## config.mk

```make
export PLATFORM = sky130hd
export DESIGN_NAME = sjf_dispatch_with_burst_prediction_top
export DESIGN_NICKNAME = d
export VERILOG_FILES = /design/src/rtl/core/sjf_pkg.sv /design/src/rtl/core/sjf_dispatch_with_burst_prediction_top.sv
export VERILOG_INCLUDE_DIRS = /design/src /design/src/rtl/core
export SDC_FILE = /design/constraint.sdc
export NUM_CORES = 2
export LEC_CHECK = 0
export ABC_AREA = 0
export BUFFER_PORTS_ARGS = -buffer_cell sky130_fd_sc_hd__buf_2
export CAP_MARGIN = 30
export CELL_PAD_IN_SITES_DETAIL_PLACEMENT = 1
export CELL_PAD_IN_SITES_GLOBAL_PLACEMENT = 1
export CORE_MARGIN = 2
export CORE_UTILIZATION = 58
export CTS_BUF_LIST = sky130_fd_sc_hd__clkbuf_4 sky130_fd_sc_hd__clkbuf_8 sky130_fd_sc_hd__clkbuf_16
export DETAILED_ROUTE_END_ITERATION = 10
export PLACE_DENSITY = 0.84
export SYNTH_ARGS = -nofsm -noshare
export SYNTH_HDL_FRONTEND = slang
export SYNTH_SLANG_ARGS = --single-unit
```

## constraint.sdc

```tcl
create_clock -name clk -period 14.36 [get_ports clk]
set_input_delay 0.718 -clock clk [delete_from_list [all_inputs] [get_ports clk]]
set_output_delay 0.718 -clock clk [all_outputs]
set_load 0.1 [all_outputs]
```

## src/rtl/core/sjf_dispatch_with_burst_prediction_top_defines.svh

```systemverilog
// Assertion macros for the SJF dispatcher.
// Used by sjf_dispatch_with_burst_prediction_top; expects clk and rst_n in scope.
`ifndef SJF_DISPATCH_WITH_BURST_PREDICTION_TOP_DEFINES_SVH
`define SJF_DISPATCH_WITH_BURST_PREDICTION_TOP_DEFINES_SVH

`ifndef SYNTHESIS
`define SJF_ASSERT_SAME(label, ante, cons) \
  label: assert property (@(posedge clk) disable iff (!rst_n) (ante) |-> (cons)) \
    else $error("sjf assertion failed");
`define SJF_ASSERT_NEXT(label, ante, cons) \
  label: assert property (@(posedge clk) disable iff (!rst_n) (ante) |=> (cons)) \
    else $error("sjf assertion failed");
`else
`define SJF_ASSERT_SAME(label, ante, cons)
`define SJF_ASSERT_NEXT(label, ante, cons)
`endif

`endif

```

## src/rtl/core/sjf_pkg.sv

```systemverilog
// Package for the SJF dispatcher: table sizes, codes, entry type and state encoding.
// No dependencies.
package sjf_pkg;

  localparam int TBL_DEPTH = 16;
  localparam int TBL_IDX_W = $clog2(TBL_DEPTH);
  localparam int TBL_CNT_W = $clog2(TBL_DEPTH + 1);
  localparam int CPU_COUNT = 16;

  localparam int ID_W    = 16;
  localparam int BURST_W = 16;
  localparam int PRED_W  = 24;
  localparam int CPU_W   = 4;
  localparam int QUANT_W = 16;
  localparam int ALPHA_W = 17;
  localparam int FRAC_W  = 8;
  localparam int MUL_W   = ALPHA_W + PRED_W;
  localparam int ACC_W   = MUL_W + 1;
  localparam int CFG_IDX_W  = 1;
  localparam int CFG_DATA_W = ALPHA_W;

  localparam logic [ALPHA_W-1:0] ALPHA_ONE = 17'h10000;

  localparam logic CMD_INSERT   = 1'b0;
  localparam logic CMD_DISPATCH = 1'b1;

  localparam logic [CFG_IDX_W-1:0] REG_QUANTUM = 1'b0;
  localparam logic [CFG_IDX_W-1:0] REG_ALPHA   = 1'b1;

  typedef struct packed {
    logic [ID_W-1:0]    id;
    logic [BURST_W-1:0] burst;
    logic               is_cpu;
    logic [PRED_W-1:0]  pred;
  } entry_t;

  typedef enum logic [6:0] {
    S_IDLE = 7'b0000001,
    S_SCAN = 7'b0000010,
    S_CALC = 7'b0000100,
    S_MUL1 = 7'b0001000,
    S_MUL2 = 7'b0010000,
    S_ADD  = 7'b0100000,
    S_DONE = 7'b1000000
  } state_t;

endpackage

```

## src/rtl/core/sjf_dispatch_with_burst_prediction_top.sv

```systemverilog
// Shortest-job-first dispatcher with exponentially averaged burst prediction.
// Depends on sjf_pkg and sjf_dispatch_with_burst_prediction_top_defines.svh.
//
// One beat in, one result beat out; the input is stalled from acceptance until the
// result beat is taken. An insert gives its result in the cycle after acceptance. A
// dispatch walks the ready table one entry per cycle to find the shortest CPU burst;
// if one is found, it closes the gap in the table, then splits the burst and
// runs the prediction update through one shared 17x24 multiplier in two passes plus
// an add. Out-of-range CPU dispatches answer in the cycle after acceptance.
`include "sjf_dispatch_with_burst_prediction_top_defines.svh"

module sjf_dispatch_with_burst_prediction_top
  import sjf_pkg::*;
(
  input  logic                  clk,
  input  logic                  rst_n,
  input  logic                  cfg_we,
  input  logic [CFG_IDX_W-1:0]  cfg_index,
  input  logic [CFG_DATA_W-1:0] cfg_wdata,
  input  logic                  in_valid,
  output logic                  in_stall,
  input  logic                  in_cmd,
  input  logic [ID_W-1:0]       in_proc_id,
  input  logic [BURST_W-1:0]    in_burst_length,
  input  logic                  in_burst_is_cpu,
  input  logic [PRED_W-1:0]     in_prediction_in,
  input  logic [CPU_W-1:0]      in_cpu_index,
  output logic                  out_valid,
  input  logic                  out_stall,
  output logic                  out_granted,
  output logic                  out_table_full,
  output logic [ID_W-1:0]       out_chosen_id,
  output logic [CPU_W-1:0]      out_chosen_cpu,
  output logic [BURST_W-1:0]    out_slice_length,
  output logic [BURST_W-1:0]    out_remaining_burst,
  output logic                  out_split,
  output logic [PRED_W-1:0]     out_prediction_out
);

  state_t               state_r, state_nxt;
  logic [QUANT_W-1:0]   quantum_r;
  logic [ALPHA_W-1:0]   alpha_r;
  entry_t               tbl_r [TBL_DEPTH];
  logic [TBL_CNT_W-1:0] count_r;
  logic [TBL_CNT_W-1:0] scan_k_r;
  logic                 found_r;
  logic [TBL_IDX_W-1:0] best_idx_r;
  entry_t               best_r;
  logic [CPU_W-1:0]     cpu_r;
  logic [ALPHA_W-1:0]   a_sat_r;
  logic [PRED_W-1:0]    pred_r;
  logic [BURST_W-1:0]   rem_r;
  logic [MUL_W-1:0]     prod_r;
  logic [ACC_W-1:0]     acc_r;

  logic                 in_acc, out_acc;
  logic                 cpu_bad;
  entry_t               scan_e;
  logic                 scan_end;
  logic [PRED_W-1:0]    pred_eff;
  logic [PRED_W-1:0]    burst_sh;
  logic [PRED_W-1:0]    diff;
  logic                 do_split;
  logic [ALPHA_W-1:0]   mul_a;
  logic [PRED_W-1:0]    mul_b;
  logic [MUL_W-1:0]     mul_p;

  assign in_stall  = !rst_n || (state_r != S_IDLE);
  assign in_acc    = in_valid && !in_stall;
  assign out_valid = (state_r == S_DONE);
  assign out_acc   = out_valid && !out_stall;

  assign cpu_bad  = ({1'b0, in_cpu_index} >= (CPU_W+1)'(CPU_COUNT));
  assign scan_e   = tbl_r[scan_k_r[TBL_IDX_W-1:0]];
  assign scan_end = (scan_k_r >= count_r);

  assign pred_eff = (best_r.pred == '0) ? {quantum_r, {FRAC_W{1'b0}}} : best_r.pred;
  assign burst_sh = {best_r.burst, {FRAC_W{1'b0}}};
  assign diff     = burst_sh - pred_eff;
  assign do_split = (burst_sh > pred_eff);

  // shared multiplier: alpha*rem first, then (1-alpha)*pred
  always_comb begin
    if (state_r == S_MUL1) begin
      mul_a = a_sat_r;
      mul_b = {rem_r, {FRAC_W{1'b0}}};
    end else begin
      mul_a = ALPHA_ONE - a_sat_r;
      mul_b = pred_r;
    end
  end
  assign mul_p = MUL_W'(mul_a) * MUL_W'(mul_b);

  always_comb begin
    state_nxt = state_r;
    case (state_r)
      S_IDLE: begin
        if (in_acc) begin
          if (in_cmd == CMD_INSERT || cpu_bad) begin
            state_nxt = S_DONE;
          end else begin
            state_nxt = S_SCAN;
          end
        end
      end
      S_SCAN: begin
        if (scan_end) begin
          state_nxt = found_r ? S_CALC : S_DONE;
        end
      end
      S_CALC:  state_nxt = S_MUL1;
      S_MUL1:  state_nxt = S_MUL2;
      S_MUL2:  state_nxt = S_ADD;
      S_ADD:   state_nxt = S_DONE;
      S_DONE: begin
        if (out_acc) begin
          state_nxt = S_IDLE;
        end
      end
      default: state_nxt = S_IDLE;
    endcase
  end

  always_ff @(posedge clk) begin
    if (!rst_n) begin
      state_r   <= S_IDLE;
      quantum_r <= QUANT_W'(5);
      alpha_r   <= ALPHA_W'(32768);
      count_r   <= '0;
    end else begin
      state_r <= state_nxt;
      if (cfg_we) begin
        case (cfg_index)
          REG_QUANTUM: quantum_r <= cfg_wdata[QUANT_W-1:0];
          REG_ALPHA:   alpha_r   <= cfg_wdata[ALPHA_W-1:0];
          default:     ;
        endcase
      end
      if (state_r == S_IDLE && in_acc && in_cmd == CMD_INSERT &&
          count_r < TBL_CNT_W'(TBL_DEPTH)) begin
        count_r <= count_r + 1'b1;
      end else if (state_r == S_SCAN && scan_end && found_r) begin
        count_r <= count_r - 1'b1;
      end
    end
  end

  always_ff @(posedge clk) begin
    case (state_r)
      S_IDLE: begin
        scan_k_r            <= '0;
        found_r             <= 1'b0;
        cpu_r               <= in_cpu_index;
        out_granted         <= 1'b0;
        out_table_full      <= 1'b0;
        out_chosen_id       <= '0;
        out_chosen_cpu      <= '0;
        out_slice_length    <= '0;
        out_remaining_burst <= '0;
        out_split           <= 1'b0;
        out_prediction_out  <= '0;
        if (in_acc && in_cmd == CMD_INSERT) begin
          if (count_r < TBL_CNT_W'(TBL_DEPTH)) begin
            tbl_r[count_r[TBL_IDX_W-1:0]] <= '{id: in_proc_id, burst: in_burst_length,
                                               is_cpu: in_burst_is_cpu,
                                               pred: in_prediction_in};
          end else begin
            out_table_full <= 1'b1;
          end
        end
      end
      S_SCAN: begin
        if (!scan_end) begin
          scan_k_r <= scan_k_r + 1'b1;
          if (scan_e.is_cpu && (!found_r || scan_e.burst < best_r.burst)) begin
            found_r    <= 1'b1;
            best_idx_r <= scan_k_r[TBL_IDX_W-1:0];
            best_r     <= scan_e;
          end
        end else if (found_r) begin
          for (int j = 0; j < TBL_DEPTH - 1; j++) begin
            if (TBL_IDX_W'(j) >= best_idx_r) begin
              tbl_r[j] <= tbl_r[j+1];
            end
          end
        end
      end
      S_CALC: begin
        a_sat_r   <= (alpha_r > ALPHA_ONE) ? ALPHA_ONE : alpha_r;
        pred_r    <= pred_eff;
        out_split <= do_split;
        if (do_split) begin
          rem_r            <= diff[PRED_W-1:FRAC_W];
          out_slice_length <= pred_eff[PRED_W-1:FRAC_W];
        end else begin
          rem_r            <= best_r.burst;
          out_slice_length <= best_r.burst;
        end
      end
      S_MUL1: acc_r  <= ACC_W'(mul_p);
      S_MUL2: prod_r <= mul_p;
      S_ADD: begin
        out_granted         <= 1'b1;
        out_chosen_id       <= best_r.id;
        out_chosen_cpu      <= cpu_r;
        out_remaining_burst <= rem_r;
        out_prediction_out  <= PRED_W'((acc_r + ACC_W'(prod_r)) >> 16);
      end
      S_DONE: ;
      default: ;
    endcase
  end

  `SJF_ASSERT_SAME(a_count_bound, 1'b1, count_r <= TBL_CNT_W'(TBL_DEPTH))
  `SJF_ASSERT_SAME(a_grant_not_full, out_valid, !(out_granted && out_table_full))
  `SJF_ASSERT_SAME(a_split_needs_grant, out_valid && out_split, out_granted)
  `SJF_ASSERT_NEXT(a_insert_grows, in_acc && in_cmd == CMD_INSERT && count_r < TBL_CNT_W'(TBL_DEPTH), count_r == $past(count_r) + 1'b1)

endmodule
```

==> impl_metrics.toml <==
[yosys]
synth_area_leaders = "edfxtp_1 49%, mux2_2 12%, fa_1 9.1%, mux4_2 8.8%, nand2_1 3.4%"
yosysTopAreaCellShare_pct = 49.5
yosysMostFrequentCell = "edfxtp_1"
synth_async_sr_flop_share_pct = 0
synth_top_area_cell = "edfxtp_1"
synth_nets = 5811
synthMuxAreaShare_pct = 21.6
synthAdderAreaFrac_pct = 12.3
synthCells = 5207
ys_seq_elements = 1247
synthesis.area_um2 = 72700
ys.flop_type = "edfxtp_1"
yosysSeqAreaShare_pct = 50.8
yosysWarnings = 0
synth_edf_count = 1198
synth_compound_area_share_pct = 3.07
synthSimpleGateAreaFrac_pct = 6.50
synthDistinctLibCells = 88
synthXorXnorAreaFrac_pct = 1.24
synth_top_family_by_area = "multiplexers"
yosys-top-cells-count = "1198 x edfxtp_1, 762 x mux2_2, 651 x nand2_1, 487 x inv_1, 329 x fa_1"
syn_avg_cell_area_um2 = 14.0

[die]
die_w_um = 358
dieHeight_um = 358
start_util_pct = 58.6
io_pins = 166
rows = 129
core_um2 = 124000
die_area_um2 = 128000

[setup_path]
arrival_ns = 10.50
critPathMaxFanout = 56
critPathKind = "reg -> reg"
critPathMostFrequentCell = "fa_1"
critical-path-max-stage-delay_ns = 0.73
required_ns = 14.99
start_kind = "flip-flop"
cpMaxStageDelayCell = "inv_2"
cp-end-kind = "flip-flop"

[place]
port-buffer-count = 165
place_ws_ns = 4.10
dpl.hpwl_um = 147000
gp_congestion = 0.916

[detailed_routing]
wl_met1_um = 80900
dr.max_layer_used = "met5"
wl_met2_um = 118000
drtIter0Drc = 5583
via_count = 47700
dr.pass1.iters = 5
via_per_inst = 6.77
ant_nets = 0
routed_wl_um = 238000
drc = 0
detailroute.wirelength.met3_um = 22800
wl_per_cell_um = 33.7

[power_and_ir_drop]
ir_worst_vdd_uv = 118
powerDensity_nw_per_um2 = 130
power.leakage_uw = 0.0299

[global_route]
antenna_found_initial = 24
grt_max_degree = 132
overflow = 0
track_usage_pct = 37.1
grt_pass1_vias = 51700
grt_pass1_wl_um = 347000

[cts]
clk-insertion-delay-late_ns = 0.79
cts_buffers = 135
htree_levels = 4
cts_root_buf = "clkbuf_16"
cts_sinks = 1247
cts_setup_buffers = 0
cts_buffer_depth = 3
ctsHoldBuffers = 0
cts.clk_slew.worst_paths_ns = 0.06
cts_tree = "done"
cts_resized = 0

[timing]
finalClockSkew_ns = 0.0636
tightest_slew_ns = 1.10
slew_headroom_pct = 26.9
hold_viol = 0
max_freq_mhz = 101
finalCritPeriodShare_pct = 68.7
rsz0062_at_grt = "false"
min_period_ns = 9.87
drv_slew = 0
fin_tns_setup_ns = 0
finalSetupViolations = 0
worst_slack_ns = 4.49

[cells_and_area]
area_growth_pct = 10.5
fillers = 11300
final_nets = 5899
drive_gt1_share_pct = 30.3

[min_path]
hold_path.class = "in -> reg"

[status]
status = "completed"

[run]
cap_violations = 0
cell type report:
class | count | area [µm²] | share of cell area, %
diodes | 11 | 27.5 | 0.0343
clock buffers | 172 | 3720 | 4.63
clock inverters | 67 | 792 | 0.986
inverters | 488 | 1830 | 2.28
multi-input cells | 3157 | 32900 | 41.0
flip-flops and latches | 1247 | 37000 | 46.0
well taps | 1637 | 2050 | 2.55
repair buffers | 266 | 2000 | 2.49
placed cells by master, fill, tap and decap left out, types with 35 or more instances in the layout:
cell       instances
o21ai_0           53
dfxtp_1           45
nand3_1           36
nand2_1          648
mux2_2           762
a21o_1            35
xnor2_1           58
mux2_4            35
and2_1            62
a21oi_1          101
buf_2            165
inv_1            484
buf_4             76
nor2_1           209
fa_1             329
clkbuf_16        137
xor2_1            38
a21boi_0          36
edfxtp_1        1198
ha_1             190
mux4_2           285
power breakdown:
group          leakage [µW]  internal, µW  total, µW  switching, µW
Clock               0.00222          2040       3630           1590
Combinational        0.0164           826       2450           1620
Sequential           0.0113          4210       4370            162
Total                0.0299          7070      10400           3380
kinds of logic (layout without fill, tap and decap cells):
logic type,after synthesis,after routing
flip-flops,1247,1247
multiplexers,1101,1101
AND/OR/NAND/NOR,1096,1096
buffers and inverters,803,993
adder cells (fa/ha/maj),519,519
AO/OA/AOI/OAI,340,340
XOR/XNOR,101,101
other,0,11
sequential cells by signal, indices dropped and copies added, names as in the netlist, 17 cells and up, named ones only:
| name | flops |
|---|---|
| a_sat_r | 17 |
| acc_r | 40 |
| alpha_r | 17 |
| best_r | 56 |
| out_prediction_out | 24 |
| pred_r | 24 |
| prod_r | 40 |
| tbl_r | 912 |
critical path: cells and delay by family (launching register included):
kind,cells,cell delay (ns)
AOI/OAI and AO/OA,6,1.52
xor gates and xnor gates,1,0.42
adders and majority gates,7,3.42
buffers and inverters,9,2.12
DFF,1,0.36
and+or+nand+nor,8,1.76
metrics by stage:
stage / power [µW] / cell area (µm²) / hold slack [ns] / std cells / util [%]
final: 10400 / 80300 / 0.125 / 7045 / 64.7
after global routing: 10700 / 80300 / 0.110 / 7042 / 64.7
after CTS: 10400 / 80200 / 0.0913 / 7028 / 64.6
after detailed placement: 6790 / 75600 / 0.451 / 6789 / 60.9
after global placement: 6680 / 75200 / 0.450 / 6771 / 60.6
after floorplan: 6140 / 72700 / 0.441 / 5207 / -
metal layers:
| layer | vias up | global-route usage [%] |
|---|---|---|
| met5 | - | 0 |
| met3 | 912 | 8.30 |
| met4 | 20 | 23.0 |
| met2 | 3177 | 62.1 |
| met1 | 24600 | 43.8 |
| li1 | 18900 | - |
path summary, 6_finish.rpt:
kind | depth (start not counted) | from | to | slack, ns
worst max register to register | 31 | state_r[4] | acc_r[38] | 4.49
worst min register to register | 0 | best_r[7] | pred_r[7] | 0.46
worst max-delay path | 31 | state_r[4] | acc_r[38] | 4.49
worst min-delay path | 1 | in_cpu_index[3] | cpu_r[3] | 0.13
Note: power is estimated with default switching activity, not from simulation.
